$ cat config.mk
export PLATFORM = sky130hd
export DESIGN_NAME = pfj_coef
export DESIGN_NICKNAME = d
export VERILOG_FILES = /design/src/pfj_pkg.sv /design/src/pfj_coef.sv
export SDC_FILE = /design/constraint.sdc
export NUM_CORES = 1
export LEC_CHECK = 0
export ABC_CLOCK_PERIOD_IN_PS = 5800
export BUFFER_PORTS_ARGS = -buffer_cell sky130_fd_sc_hd__clkbuf_2
export CAP_MARGIN = 20
export CELL_PAD_IN_SITES_DETAIL_PLACEMENT = 1
export CELL_PAD_IN_SITES_GLOBAL_PLACEMENT = 1
export CORE_AREA = 2 2 238 416
export CTS_BUF_LIST = sky130_fd_sc_hd__clkbuf_8
export DETAILED_ROUTE_END_ITERATION = 8
export DIE_AREA = 0 0 240 418
export PLACE_DENSITY = 0.68
export REMOVE_ABC_BUFFERS = 1
export SLEW_MARGIN = 20
export SYNTH_ARGS = -nofsm -noshare
export SYNTH_HDL_FRONTEND = slang
export SYNTH_SLANG_ARGS = --single-unit
$ cat constraint.sdc
create_clock -name clk -period 5.8 [get_ports clk]
set_clock_uncertainty 0.1 [all_clocks]
set_input_delay 1.16 -clock clk [delete_from_list [all_inputs] [get_ports clk]]
set_output_delay 1.16 -clock clk [all_outputs]
set_load 0.02 [all_outputs]
$ cat src/pfj_pkg.sv
// Shared types, constants and the saturation helper for the polynomial flux jet.
// No dependencies; every other file refers to it by scoped names.
package pfj_pkg;

  // Fixed sizes of the register file and data path
  localparam int DATA_W        = 32;
  localparam int ADDR_W        = 5;
  localparam int COUNT_W       = 3;
  localparam int ORDER_W       = 3;
  localparam int NUM_COEF_REGS = 6;
  localparam int MAX_COEFS_DEF = 6;
  localparam int VPROD_W       = 44;
  localparam int LANES         = 3;

  // Register indexes on the config port
  localparam logic [2:0] REG_COEF_COUNT = 3'd0;
  localparam logic [2:0] REG_COEF_0     = 3'd1;

  // Scale applied to v
  localparam logic signed [VPROD_W-1:0] SCALE_V = 44'sd1000;

  // Lane numbers
  localparam int LANE_F  = 0;
  localparam int LANE_D1 = 1;
  localparam int LANE_D2 = 2;

  // Sideband that travels down the pipeline with each beat
  typedef struct packed {
    logic                       valid;
    logic signed [ORDER_W-1:0]  order;
    logic signed [DATA_W-1:0]   u;
    logic signed [VPROD_W-1:0]  vprod;
    logic [LANES-1:0]           ov;
  } pfj_tag_t;

  // Saturation flags of the derivative coefficients
  typedef struct packed {
    logic ov_d1;
    logic ov_d2;
  } pfj_cov_t;

  typedef struct packed {
    logic              ov;
    logic [DATA_W-1:0] val;
  } pfj_sat_t;

  // Clamp a wide signed value to the signed 32-bit range
  function automatic pfj_sat_t sat32(input logic signed [63:0] x);
    pfj_sat_t r;
    if (x > 64'sd2147483647) begin
      r.ov  = 1'b1;
      r.val = 32'h7fff_ffff;
    end else if (x < -64'sd2147483648) begin
      r.ov  = 1'b1;
      r.val = 32'h8000_0000;
    end else begin
      r.ov  = 1'b0;
      r.val = x[DATA_W-1:0];
    end
    return r;
  endfunction

endpackage

$ cat src/pfj_coef.sv
// Config register file (APB-style) and derivative coefficient preparation.
// Depends on pfj_pkg.
module pfj_coef #(
  parameter int MAX_COEFS = pfj_pkg::MAX_COEFS_DEF
) (
  input  logic                                              clk,
  input  logic                                              rst,
  input  logic                                              psel,
  input  logic                                              penable,
  input  logic                                              pwrite,
  input  logic [pfj_pkg::ADDR_W-1:0]                        paddr,
  input  logic [pfj_pkg::DATA_W-1:0]                        pwdata,
  output logic [pfj_pkg::DATA_W-1:0]                        prdata,
  output logic                                              pready,
  output logic [MAX_COEFS-1:0][pfj_pkg::LANES-1:0][pfj_pkg::DATA_W-1:0] coefs,
  output pfj_pkg::pfj_cov_t                                 cov
);

  localparam int NREG = (MAX_COEFS < pfj_pkg::NUM_COEF_REGS) ? MAX_COEFS
                                                             : pfj_pkg::NUM_COEF_REGS;
  localparam int CW   = $clog2(MAX_COEFS + 1);

  logic [pfj_pkg::COUNT_W-1:0] coef_count;
  logic [pfj_pkg::DATA_W-1:0]  coef_reg [NREG];
  logic [2:0]                  idx;
  logic                        wr;

  assign pready = 1'b1;
  assign idx    = paddr[4:2];
  assign wr     = psel && penable && pwrite;

  // Register writes
  always_ff @(posedge clk) begin
    if (rst) begin
      coef_count <= pfj_pkg::COUNT_W'(1);
      for (int k = 0; k < NREG; k++) coef_reg[k] <= '0;
    end else if (wr) begin
      if (idx == pfj_pkg::REG_COEF_COUNT) coef_count <= pwdata[pfj_pkg::COUNT_W-1:0];
      for (int k = 0; k < NREG; k++) begin
        if (idx == 3'(int'(pfj_pkg::REG_COEF_0) + k)) coef_reg[k] <= pwdata;
      end
    end
  end

  // Register reads
  always_comb begin
    prdata = '0;
    if (idx == pfj_pkg::REG_COEF_COUNT) prdata = pfj_pkg::DATA_W'(coef_count);
    for (int k = 0; k < NREG; k++) begin
      if (idx == 3'(int'(pfj_pkg::REG_COEF_0) + k)) prdata = coef_reg[k];
    end
  end

  // Coefficients in use, count clamped to the array size
  logic [CW-1:0]              n_eff;
  logic [pfj_pkg::DATA_W-1:0] c [MAX_COEFS];

  always_comb begin
    if (int'(coef_count) > MAX_COEFS) n_eff = CW'(MAX_COEFS);
    else                              n_eff = CW'(coef_count);
    for (int k = 0; k < MAX_COEFS; k++) begin
      c[k] = (k < NREG && k < int'(n_eff)) ? coef_reg[k < NREG ? k : 0] : '0;
    end
  end

  // Scaled derivative coefficients, shifted down so all lanes run the same Horner length
  logic [MAX_COEFS-1:0][pfj_pkg::LANES-1:0][pfj_pkg::DATA_W-1:0] coefs_next;
  pfj_pkg::pfj_cov_t cov_next;

  always_comb begin
    pfj_pkg::pfj_sat_t  s1, s2;
    logic signed [63:0] p1, p2;
    cov_next = '0;
    for (int j = 0; j < MAX_COEFS; j++) begin
      coefs_next[j][pfj_pkg::LANE_F]  = c[j];
      coefs_next[j][pfj_pkg::LANE_D1] = '0;
      coefs_next[j][pfj_pkg::LANE_D2] = '0;
      if (j + 1 < MAX_COEFS) begin
        p1 = 64'($signed(c[(j + 1) % MAX_COEFS])) * 64'(j + 1);
        s1 = pfj_pkg::sat32(p1);
        coefs_next[j][pfj_pkg::LANE_D1] = s1.val;
        if (j + 1 < int'(n_eff)) cov_next.ov_d1 = cov_next.ov_d1 | s1.ov;
      end
      if (j + 2 < MAX_COEFS) begin
        p2 = 64'($signed(c[(j + 2) % MAX_COEFS])) * 64'((j + 2) * (j + 1));
        s2 = pfj_pkg::sat32(p2);
        coefs_next[j][pfj_pkg::LANE_D2] = s2.val;
        if (j + 2 < int'(n_eff)) cov_next.ov_d2 = cov_next.ov_d2 | s2.ov;
      end
    end
  end

  always_ff @(posedge clk) begin
    coefs <= coefs_next;
    cov   <= cov_next;
  end

endmodule

==> key figures <==
Outcome
  – Status: completed

Clock tree
  – Post-CTS sizing: 0
  – Clk slew on worst S/H paths: 0.07 ns
  – CTS root buf: clkbuf_8
  – Post-CTS Setup Inserts: 0
  – Hold-fix buffers, CTS: 0
  – CTS sink count: 642
  – CTS max path bufs: 3
  – CTS tree: done
  – Skew-Pair Late Insertion Delay: 0.83 ns
  – H-tree depth: 3
  – Total CTS buffers: 100

Global route
  – All-Layer GR Usage: between 20% and 30%
  – Number of global-route vias before repair: 23653
  – Congestion Overflow GR: 0
  – Antenna violations before repair: 9
  – Pin count of the biggest net entering global routing: 59
  – Global-route wire length before repair: 163.2 mm

Floorplan
  – IO Pins: 653
  – Die W: 240 um
  – Die Y: 418 um
  – Num rows: 151
  – DIE AREA: 0.1003 sq mm
  – Starting Density: 29.93%
  – Core region area: 0.09673 sq mm

Routing
  – Total wire length: 116.2 mm
  – Drt wl/cell: between 20 and 25 um
  – Post-route ant nets: 0
  – Vias/cell: 4.811
  – DRC: 0
  – Pre-antenna DRT Iters: 4
  – Initial drt markers: 936
  – Routed vias: between 20000 and 25000

Critical path
  – Worst path bufs/invs: 2
  – Top delay family on crit path: compound AO/OA/AOI/OAI gates
  – Crit end category: register
  – Critical path arrival: just under 6 ns
  – CP dominant cell by count: a211oi_1
  – Worst Setup Path Type: reg -> reg
  – Max incr delay on CP: 0.55 ns
  – CP required: 6.40 ns
  – Crit path max fanout: 25
  – Slowest CP cell: dfxtp_2
  – Worst-path cell chain: o21a_1, buf_4, and2_1, ha_1, fa_1, a211oi_1, o21ai_0, o2111ai_1, a211oi_1, o21ai_1, a21oi_1, or4_1, a2111o_1, nor2b_4, buf_12, a21o_1
  – Startpoint Class: register

Hold path
  – Worst min path class: reg -> reg

Synthesis
  – Yosys cell types: 86
  – Post-synth ARST share: 0%
  – Mean Syn Cell Area: 10.46 sq um
  – #FFs+latches synth: 642
  – Register area share after synthesis: about half
  – Yosys warning total: 0
  – Most area-consuming cells after synthesis: dfxtp_1 31%, edfxtp_1 20%, ha_1 7.8%
  – Cells after Synth: 2769
  – Primary FF master, synth: dfxtp_1
  – Synth top area share: 31.11%
  – Post-synth EDFFs: 192
  – Synth Cell Area: 0.02896 sq mm
  – Largest area contributor in the netlist: dfxtp_1

STA
  – Tightest Pin Transition: around 1.1 ns
  – Final hold violations: 0
  – RSZ-0062 raised after global routing: false
  – Max Clock Freq: 0.1877 GHz
  – Final cycle utilization of the critical path: 91.86%
  – Setup TNS: 0 ns
  – Worst rel slew slack: a little over a quarter
  – Final setup viols: 0
  – Final Critical Period: approximately 5.3 ns
  – Hold WS: 0.3711 ns
  – Slew Viols, Final: 0

Placement
  – I/O Buffers: 553
  – Routability Congestion: between 0.9 and 1
  – DP Area: 0.03276 sq mm
  – Final HPWL DP: 90.71 mm

Pwr
  – Max VDD drop: roughly 0.00018 V
  – Leak pwr: 16.98 nW
  – Total power divided by cell area: 274.9 mW/mm^2

Run
  – Max Cap Viol: 0

Final layout
  – Nets: 3527
  – Area delta synth->final: 20.68%
  – Share of cells above drive strength 1: 24.98%
  – Max reg flops: 445
  – Final instance area: 0.03494 sq mm
-- Yosys cell counts (20+ instances only) --
| cell | instances |
|---|---|
| o21ai_1 | 20 |
| inv_1 | 54 |
| dfxtp_1 | 450 |
| and2_1 | 290 |
| o21ai_0 | 181 |
| nor2_1 | 139 |
| clkbuf_1 | 125 |
| nand3_1 | 26 |
| and3_1 | 55 |
| xor2_1 | 44 |
| buf_4 | 132 |
| edfxtp_1 | 192 |
| xnor2_1 | 46 |
| nand4_1 | 24 |
| nand2_1 | 88 |
| a21o_1 | 125 |
| ha_1 | 180 |
| a21oi_1 | 150 |
| mux2i_1 | 34 |
| mux2_2 | 21 |
| a221oi_1 | 30 |
| nor2b_1 | 110 |
-- logic make-up after synthesis --
family / synth area share, %
multiplexers: 1.992
other: 0.02594
buffers and inverters: 6.196
flip-flops: 51.02
AO/OA/AOI/OAI: 14.51
XOR/XNOR: 2.778
adder cells (fa/ha/maj): 7.985
AND/OR/NAND/NOR: 15.49
-- per-layer routing --
| metal | wire (um) | track usage [%] |
|---|---|---|
| met4 | 5776 | 11.81 |
| met5 | 23 | 0 |
| met1 | 42620 | 23.61 |
| met2 | 62050 | 42.79 |
| met3 | 5760 | 4.361 |
-- worst reg2reg max path, cell delays in order (launching register included) --
cell       delay, ns
dfxtp_2         0.55
o21a_1          0.24
buf_4           0.32
and2_1          0.24
ha_1            0.28
fa_1            0.49
a211oi_1        0.27
o21ai_0         0.22
o2111ai_1       0.40
a211oi_1        0.17
o21ai_1         0.36
a21oi_1         0.14
or4_1           0.43
a2111o_1        0.44
nor2b_4         0.17
buf_12          0.16
a21o_1          0.23
-- path summary, 6_finish.rpt --
path	start	end	slack, ns	cells after the start
worst max-delay path	coef_count[2]	coefs[280]	0.47	16
worst min-delay path	coef_reg[0][21]	coefs[21]	0.37	1
worst max register to register	coef_count[2]	coefs[280]	0.47	16
worst min register to register	coef_reg[0][21]	coefs[21]	0.37	1
-- where the power goes --
| group | leakage (nW) | switching, mW | internal [mW] |
|---|---|---|---|
| logic | 10.3 | 0.438 | 0.164 |
| clock network | 1.20 | 1.96 | 2.20 |
| registers | 5.47 | 0.105 | 4.74 |
| total | 17.0 | 2.50 | 7.11 |
-- through the flow --
step | power [mW] | util [%] | setup slack, ns | std cells
after floorplan | 5.206 | - | 0.1018 | 2584
final | 9.608 | 36.13 | 0.4720 | 4692
after detailed placement | 5.558 | 33.87 | 0.4755 | 4500
after CTS | 9.747 | 36.10 | 0.4339 | 4687
after global placement | 5.551 | 33.87 | 0.5719 | 4500
after global routing | 9.957 | 36.12 | 0.05414 | 4690
-- final cells by class --
type	count	area, sq um
diodes	5	12.51
repair buffers	616	3323
flip-flops and latches	642	14780
inverters	54	202.7
well taps	1300	1627
multi-input cells	1888	12840
clock buffers	123	1693
clock inverters	64	467.9
fillers	11152	61790
-- cell usage in the layout, fill, tap and decap left out, types with 9 or more instances in the layout --
cell and instances:
mux2_2 21, xnor2_1 44, mux2i_1 34, a21oi_1 149, inv_1 79, and3_1 55
a221oi_1 30, conb_1 97, or2_2 9, clkbuf_2 550, ha_1 179, a31oi_1 14
clkbuf_8 123, o21a_1 16, nand2_1 88, and2_1 290, a21o_1 123, clkinv_2 13
o21ai_0 180, buf_4 60, o211ai_1 14, edfxtp_1 192, nand4_1 24, nand3_1 26
a211oi_1 17, xor2_1 44, nor2b_1 107, dfxtp_1 449, o21ai_1 21, nor2_1 136
nor3_1 16
No activity file was read; power rests on OpenSTA's default activity.
